===== config.mk =====
export PLATFORM = sky130hd
export DESIGN_NAME = phm_cmd_fifo
export DESIGN_NICKNAME = d
export VERILOG_FILES = /design/src/rtl/phm_pkg.sv /design/src/rtl/phm_cmd_fifo.sv
export SDC_FILE = /design/constraint.sdc
export NUM_CORES = 1
export LEC_CHECK = 0
export BUFFER_PORTS_ARGS = -buffer_cell sky130_fd_sc_hd__buf_2
export CAP_MARGIN = 15
export CORE_MARGIN = 10
export CORE_UTILIZATION = 39
export CTS_CLUSTER_DIAMETER = 80
export CTS_CLUSTER_SIZE = 25
export DETAILED_ROUTE_END_ITERATION = 7
export MAX_ROUTING_LAYER = met4
export SETUP_SLACK_MARGIN = 0.5
export SLEW_MARGIN = 20
export SYNTH_ARGS = -nofsm -noshare
export SYNTH_HDL_FRONTEND = slang
export SYNTH_SLANG_ARGS = --single-unit

===== constraint.sdc =====
create_clock -name clk -period 1.7 [get_ports clk]
set_input_delay 0.34 -clock clk [delete_from_list [all_inputs] [get_ports clk]]
set_output_delay 0.34 -clock clk [all_outputs]
set_load 0.005 [all_outputs]

===== src/rtl/phm_pkg.sv =====
`timescale 1ns / 1ps
// ----------------------------------------------------------------------------
// phm_pkg: shared types and constants of the pixel histogram
// field widths of the streams, command queue format and code names
// ----------------------------------------------------------------------------
package phm_pkg;

	// fixed widths of the stream fields
	localparam int PIX_W = 16;
	localparam int CNT_W = 24;

	// defaults of the top level parameters
	localparam int VALUE_BITS_DEF = 16;
	localparam int COUNT_BITS_DEF = 24;

	// frame tag kept next to every bin count
	localparam int EPOCH_BITS = 8;
	localparam logic [EPOCH_BITS-1:0] EPOCH_FIRST = EPOCH_BITS'(1);
	localparam logic [EPOCH_BITS-1:0] EPOCH_MAX = {EPOCH_BITS{1'b1}};

	// depth of the command queue between front and back end
	localparam int CMD_DEPTH = 4;

	// item operation codes
	localparam logic OP_ACCUM = 1'b0;
	localparam logic OP_READ = 1'b1;

	// result kinds
	localparam logic KIND_MODE = 1'b0;
	localparam logic KIND_BIN = 1'b1;

	typedef struct packed {
		logic is_read;
		logic frame_start;
		logic last;
		logic [PIX_W-1:0] addr;
	} phm_cmd_t;

	typedef struct packed {
		logic init_busy;
	} phm_back_status_t;

endpackage


===== src/rtl/phm_cmd_fifo.sv =====
`timescale 1ns / 1ps
// ----------------------------------------------------------------------------
// phm_cmd_fifo: short command queue
// decouples the intake from the histogram back end
// ----------------------------------------------------------------------------
module phm_cmd_fifo (
	input  logic               clk,
	input  logic               arst_n,
	input  logic               push,
	input  phm_pkg::phm_cmd_t  wdata,
	input  logic               pop,
	output phm_pkg::phm_cmd_t  head,
	output logic               head_valid,
	output logic               full
);

	localparam int PTR_W = $clog2(phm_pkg::CMD_DEPTH);
	localparam int CNT_W = $clog2(phm_pkg::CMD_DEPTH + 1);

	phm_pkg::phm_cmd_t entries_q [phm_pkg::CMD_DEPTH];
	logic [PTR_W-1:0] wr_ptr_q;
	logic [PTR_W-1:0] rd_ptr_q;
	logic [CNT_W-1:0] count_q;

	assign head = entries_q[rd_ptr_q];
	assign head_valid = (count_q != '0);
	assign full = (count_q == CNT_W'(phm_pkg::CMD_DEPTH));

	always_ff @(posedge clk) begin
		if (push) begin
			entries_q[wr_ptr_q] <= wdata;
		end
	end

	always_ff @(posedge clk or negedge arst_n) begin
		if (!arst_n) begin
			wr_ptr_q <= '0;
			rd_ptr_q <= '0;
			count_q <= '0;
		end else begin
			if (push) begin
				wr_ptr_q <= wr_ptr_q + PTR_W'(1);
			end
			if (pop) begin
				rd_ptr_q <= rd_ptr_q + PTR_W'(1);
			end
			if (push && !pop) begin
				count_q <= count_q + CNT_W'(1);
			end else if (pop && !push) begin
				count_q <= count_q - CNT_W'(1);
			end
		end
	end

	a_no_overflow: assert property (@(posedge clk) disable iff (!arst_n)
		!(push && full))
		else $error("command pushed into a full queue");

	a_no_underflow: assert property (@(posedge clk) disable iff (!arst_n)
		!(pop && !head_valid))
		else $error("command popped from an empty queue");

endmodule


==> impl_results.md, run 1 <==
- PwrDens: 1629 mW/mm2
- Crit path launch type: flop
- Antenna violations before repair: 0
- Port buffer count: 43
- Vias per inst: 4.903
- CTS clock-pin slew for the worst setup and hold paths: 80 ps
- Final hold violation count: 0
- Reg2reg end: count_q[2]
- Worst Hold Path EP: entries_q[3][10]
- Clock Latency Late Sink: 340 ps
- Crit Path Class: reg -> out
- Initial core utilization: 40.40%
- DRC violations left: 0
- Site Rows: 32
- Final Wtd Congestion: 0.6978
- Fill count: 599
- R2R cell count: 5
- Syn Nets: 162
- Drt pass-1 iters: 4
- Worst R2R Start: count_q[0]
- Worst setup EP type: primary output
- Seq/Total Area, Yosys: 78.31%
- CP arrival: 1650 ps
- R2R setup slack: 260 ps
- Synth async-reset ratio: 8.434%
- Post-synth EDFFs: 76
- Synth Cell Area: 0.003138 mm2
- Final Cycle Share: 117.0%
- Final setup viols: 19
- Fmax: 502.7 MHz
- Area delta synth->final: 37.56%
- Post-synthesis cell count: 133
- Min-delay src: wdata[10]
- I/O Pins: 44
- Number of distinct library cells after synthesis: 18
- Antenna-violating nets left: 0
- Max Cap Viol: 0
- Largest net degree at the start of global routing: 15
- Die Height: 109.7 um
- Vias in the first global route: 1858
- Syn. warnings: 0
- Leak pwr: 1.566 nW
- Overall power: 7.032 mW
- Mean area per synthesized cell: 23.59 um2
- Share of layout cells above drive strength 1: 58.33%
- Die Area: 0.01203 mm2
- First-pass GRT wire length: 10070 um
- DP HPWL: 3781 um
- GRT Total Usage: 11.78%
- CTS tree: done
- Layout Nets: 252
- Final setup margin: -289.1 ps
- WP data required: 1360 ps
- WL per Instance: 19.70 um
- Root buffer cell: clkbuf_8
- Diode count: 0
- Slew headroom: 87.26%
- Crit-path max FO: 5
- FF+latch count, synth: 83
- CTS Buf Count: 9
- Initial DRC Count: 59
- Die width: 109.7 um
- Worst-Margin Slew: 191.2 ps
- Clock Sink Count: 83
- GRT Residual Overflow: 0
- Failing checks: negative setup slack
- Hold crit path type: in -> reg
- Worst hold path cell count: 1
- Main synth FF type: edfxtp_1
- Post-Route Skew: 6.091 ps
- Status: finished, violations left
- Routed WL: 6501 um
- Core area: 0.007767 mm2
- Final worst path period need: 1989 ps
- Clk buf depth: 2
- Peak VDD IR: 0.7045 mV
- Vias: 1618
- Htree depth: 3
- Final max-slew violation count: 0
- Setup TNS: -4719 ps
- RSZ-0062 raised after global routing: true
-- report_power, final --
group,leakage (nW),switching (mW),internal (mW)
combinational,0.704,1.17,1.79
clock,0.0839,0.672,0.530
sequential,0.778,0.166,2.70
total,1.57,2.01,5.02
-- worst max-delay path, stage by stage, from the launching register on --
cell and delay, ps:
dfrtp_2 440, buf_12 130, buf_16 120, mux4_2 490
buf_2 140
-- what timing repair did --
item | CTS | global route
cloned | 3 | 1
gates resized for setup | 33 | 7
buffers inserted | 29 | 1
setup endpoints to repair | 99 | 98
pin swaps | 6 | 2
hold buffers | 1 | 0
hold endpoints to repair | 7 | 0
-- per-stage QoR --
stage	setup slack (ps)	utilization (%)	hold WS, ps	area [um2]	cells
final	-289.1	55.57	207.7	4317	330
after global routing	-348.6	55.57	197.8	4317	330
after CTS	-315.5	54.69	193.4	4248	328
after detailed placement	32.31	45.51	186.2	3535	279
after global placement	60.60	45.51	180.6	3535	279
after floorplan	286.1	-	44.41	3174	133
-- layout make-up --
cell class / instances / area [um2] / area share, %
sequential: 83 / 2460 / 56.99
timing repair buffer: 83 / 815.8 / 18.90
multi-input combinational: 42 / 713.2 / 16.52
inverter: 4 / 30.03 / 0.6957
clock buffer: 10 / 127.6 / 2.957
clock inverter: 6 / 42.54 / 0.9855
tap: 102 / 127.6 / 2.957
-- layout by cell type (no fill, tap or decap), types with 2 or more instances in the layout --
cell      netlist  routed
buf_12          0      11
buf_4           0       7
buf_6           2      20
mux4_2         18      19
inv_2           0       2
buf_2           2      40
nand2_1         2       2
dfrtp_1         7       5
ha_4            0       5
edfxtp_1       76      76
and2_4          0       4
xnor2_1         2       2
clkinv_4        0       3
dfrtp_2         0       2
clkbuf_8        0       9
xor2_1          4       4
buf_16          0       3
-- cell families (layout without fill, tap and decap cells) --
| group | Yosys count | count (layout) | share of synthesized area [%] |
|---|---|---|---|
| AO/OA/AOI/OAI | 1 | 1 | 0.1593 |
| multiplexers | 20 | 20 | 14.11 |
| buffers and inverters | 8 | 103 | 1.515 |
| adder cells (fa/ha/maj) | 6 | 6 | 2.632 |
| XOR/XNOR | 6 | 6 | 1.675 |
| AND/OR/NAND/NOR | 9 | 9 | 1.595 |
| flip-flops | 83 | 83 | 78.31 |
-- per-layer routing --
metal | global-route usage [%] | vias to the layer above | wire [um]
li1 | - | 721 | -
met2 | 20.61 | 43 | 3628
met3 | 2.867 | 13 | 264
met5 | - | - | 0
met1 | 12.30 | 841 | 2483
met4 | 5.390 | 0 | 125
-- cells in the mapped netlist (all sizes together) (2+ instances only) --
| cell type | count | area (um2) |
|---|---|---|
| xor2 | 4 | 35.03 |
| xnor2 | 2 | 17.52 |
| buf | 4 | 32.53 |
| nand2 | 2 | 7.510 |
| and2 | 4 | 25.02 |
| inv | 4 | 15.01 |
| dfrtp | 7 | 175.2 |
| mux4 | 19 | 431.7 |
| edfxtp | 76 | 2282 |
| ha | 5 | 62.56 |
-- registers in the layout, summed over array words and instances (netlist names) --
register   flops
count_q        3
wr_ptr_q       2
rd_ptr_q       2
entries_q     76
-- worst max-delay path by stage --
| stage | startpoint | end | slack, ps | cells after the start |
|---|---|---|---|---|
| after floorplan | rd_ptr_q[0] | head[12] | 290 | 2 |
| after global placement | rd_ptr_q[0] | head[14] | 60 | 3 |
| after detailed placement | pop | count_q[2] | 30 | 8 |
| after CTS | rd_ptr_q[0] | head[15] | -320 | 4 |
| after global routing | rd_ptr_q[0] | head[15] | -350 | 4 |
| final | rd_ptr_q[0] | head[15] | -290 | 4 |
Power figures use the tool's default switching activity.
==> run 2: changes to the inputs <==
--- a/config.mk
+++ b/config.mk
@@ -13,7 +13,7 @@
 export CTS_CLUSTER_SIZE = 25
 export DETAILED_ROUTE_END_ITERATION = 7
 export MAX_ROUTING_LAYER = met4
-export SETUP_SLACK_MARGIN = 0.5
+export SETUP_SLACK_MARGIN = 0.2
 export SLEW_MARGIN = 20
 export SYNTH_ARGS = -nofsm -noshare
 export SYNTH_HDL_FRONTEND = slang
==> constraint.sdc (replaced) <==
create_clock -name clk -period 1.7 [get_ports clk]
set_input_delay 0.17 -clock clk [delete_from_list [all_inputs] [get_ports clk]]
set_output_delay 0.17 -clock clk [all_outputs]
set_load 0.005 [all_outputs]
==> run 2 against run 1 <==
The run still ends with negative setup slack left. Final area shrank 10%. Die area is the same. Routed wire length shrank 11%. Flip-flop and latch count is the same. First-iteration DRC count grew 44%. Register-to-register slack gained 40 ps.
==> impl_results.md, run 2 (synthesis gave the netlist of run 1 again) <==
- Leak pwr: 1.394 nW
- Slew headroom: 82.59%
- Peak VDD IR: 0.8726 mV
- Worst R2R Start: count_q[0]
- CTS Buf Count: 9
- CP Launch Point: rd_ptr_q[0]
- Worst Hold Path EP: entries_q[2][13]
- Crit Path Class: reg -> out
- Clock Sink Count: 83
- Final hold violation count: 0
- R2R cell count: 4
- Post-Route Skew: 9.719 ps
- Layout Nets: 226
- Die width: 109.7 um
- Site Rows: 32
- Final Wtd Congestion: 0.6817
- Multi-input logic area: 634.4 um2
- Min-delay src: wdata[13]
- Port buffer count: 43
- Vias per inst: 4.750
- CTS clock-pin slew for the worst setup and hold paths: 90 ps
- Core area: 0.007767 mm2
- WP data required: 1530 ps
- DRC violations left: 0
- Most frequent cells in the layout: edfxtp_1, buf_2, mux4_2
- Failing checks: negative setup slack
- Biggest regs: entries_q x76, count_q x3
- Largest Register: entries_q
- WL per Instance: 19.06 um
- GRT Total Usage: 10.64%
- Buf+Inv Stages, Crit Path: 3
- GRT Residual Overflow: 0
- Final setup margin: -114.5 ps
- RSZ-0062 raised after global routing: true
- Worst setup EP type: primary output
- Drt pass-1 iters: 4
- Final Cycle Share: 106.7%
- Cell Chain, Critical Path: buf_12, buf_16, mux4_2, buf_6
- Diode count: 0
- DP HPWL: 3968 um
- Share of layout cells above drive strength 1: 47.03%
- Hold_ws: 37.16 ps
- Largest register FFs: 76
- Die Area: 0.01203 mm2
- Max Cap Viol: 0
- Die Height: 109.7 um
- CP top delay family: multiplexers
- Vias: 1444
- Worst-Margin Slew: 261.2 ps
- Initial core utilization: 40.40%
- Initial DRC Count: 85
- Htree depth: 3
- I/O Pins: 44
- Fmax: 551.1 MHz
- Register area: 0.002460 mm2
- Vias in the first global route: 1726
- Final max-slew violation count: 0
- Clk buf depth: 2
- Largest net degree at the start of global routing: 20
- Reg2reg end: count_q[2]
- Setup TNS: -1250 ps
- R2R setup slack: 300 ps
- Root buffer cell: clkbuf_8
- PwrDens: 1671 mW/mm2
- Crit path launch type: flop
- Routed WL: 5795 um
- Crit-path max FO: 5
- Commonest non-fill, non-tap cell in the layout: edfxtp_1
- First-pass GRT wire length: 9225 um
- Fill count: 669
- CP arrival: 1640 ps
- Antenna-violating nets left: 0
- Hold crit path type: in -> reg
- Antenna violations before repair: 0
- Clock Latency Late Sink: 340 ps
- Status: finished, violations left
- Final setup viols: 19
- Utilization after layout: 49.90%
- CTS tree: done
- Worst hold path cell count: 1
- Area delta synth->final: 23.52%
- Slowest CP cell: mux4_2
- CP peak stage delay: 500 ps
- Final worst path period need: 1814 ps
run 2: cell types whose count changed in the layout (fill, tap and decap cells not counted), sizes merged:
| cell | before | now |
|---|---|---|
| buf | 81 | 56 |
| bufinv | 0 | 2 |
| clkbuf | 11 | 9 |
| clkinv | 5 | 2 |
| inv | 4 | 6 |
run 2: repair_timing:
item	CTS	global route
hold buffers	1	0
gates resized for setup	5	7
setup endpoints to repair	19	22
endpoints found under the hold margin	7	0
gates cloned	1	0
buffers inserted	1	0
pin swaps	0	1
run 2: cell type report:
cell class	count	share of cell area, %
inverters	4	0.3873
clock inverters	7	2.550
well taps	102	3.292
flip-flops and latches	83	63.46
multi-input cells	42	16.37
clock buffers	9	3.196
repair buffers	57	10.75
run 2: worst reg2reg max path, stage by stage, from the launching register on:
cell	delay [ps]
dfrtp_2	450
fa_1	440
xor2_1	170
nor2_1	130
xor2_1	150
run 2: power breakdown:
group          switching [mW]  internal (mW)
clock network           0.711          0.837
registers               0.174           2.69
logic                   0.892           1.17
run 2: routing by layer:
| metal | up-vias | share of wire, % | GRT usage, % | wire length, um |
|---|---|---|---|---|
| li1 | 667 | - | - | - |
| met4 | 0 | 0.69 | 3.067 | 40 |
| met5 | - | 0 | - | 0 |
| met3 | 4 | 5.1 | 3.686 | 294 |
| met1 | 741 | 41 | 12.12 | 2384 |
| met2 | 32 | 53 | 17.46 | 3076 |
run 2: stage by stage:
stage	area (um2)	setup slack, ps	power (mW)	cells
finish	3876	-114.5	6.478	304
CTS	3841	-134.4	6.499	304
floorplan	3138	203.7	3.969	133
global route	3876	-203.3	6.863	304
global placement	3556	250.6	4.680	285
detailed placement	3556	200.8	4.770	285
run 2: how the worst max path moves through the flow:
stage,endpoint,slack (ps),depth (start not counted)
6_report,head[16],-110,4
3_3_place_gp,head[4],250,3
4_1_cts,head[16],-130,4
3_5_place_dp,count_q[2],200,7
2_1_floorplan,entries_q[0][0],200,3
5_1_grt,head[15],-200,4
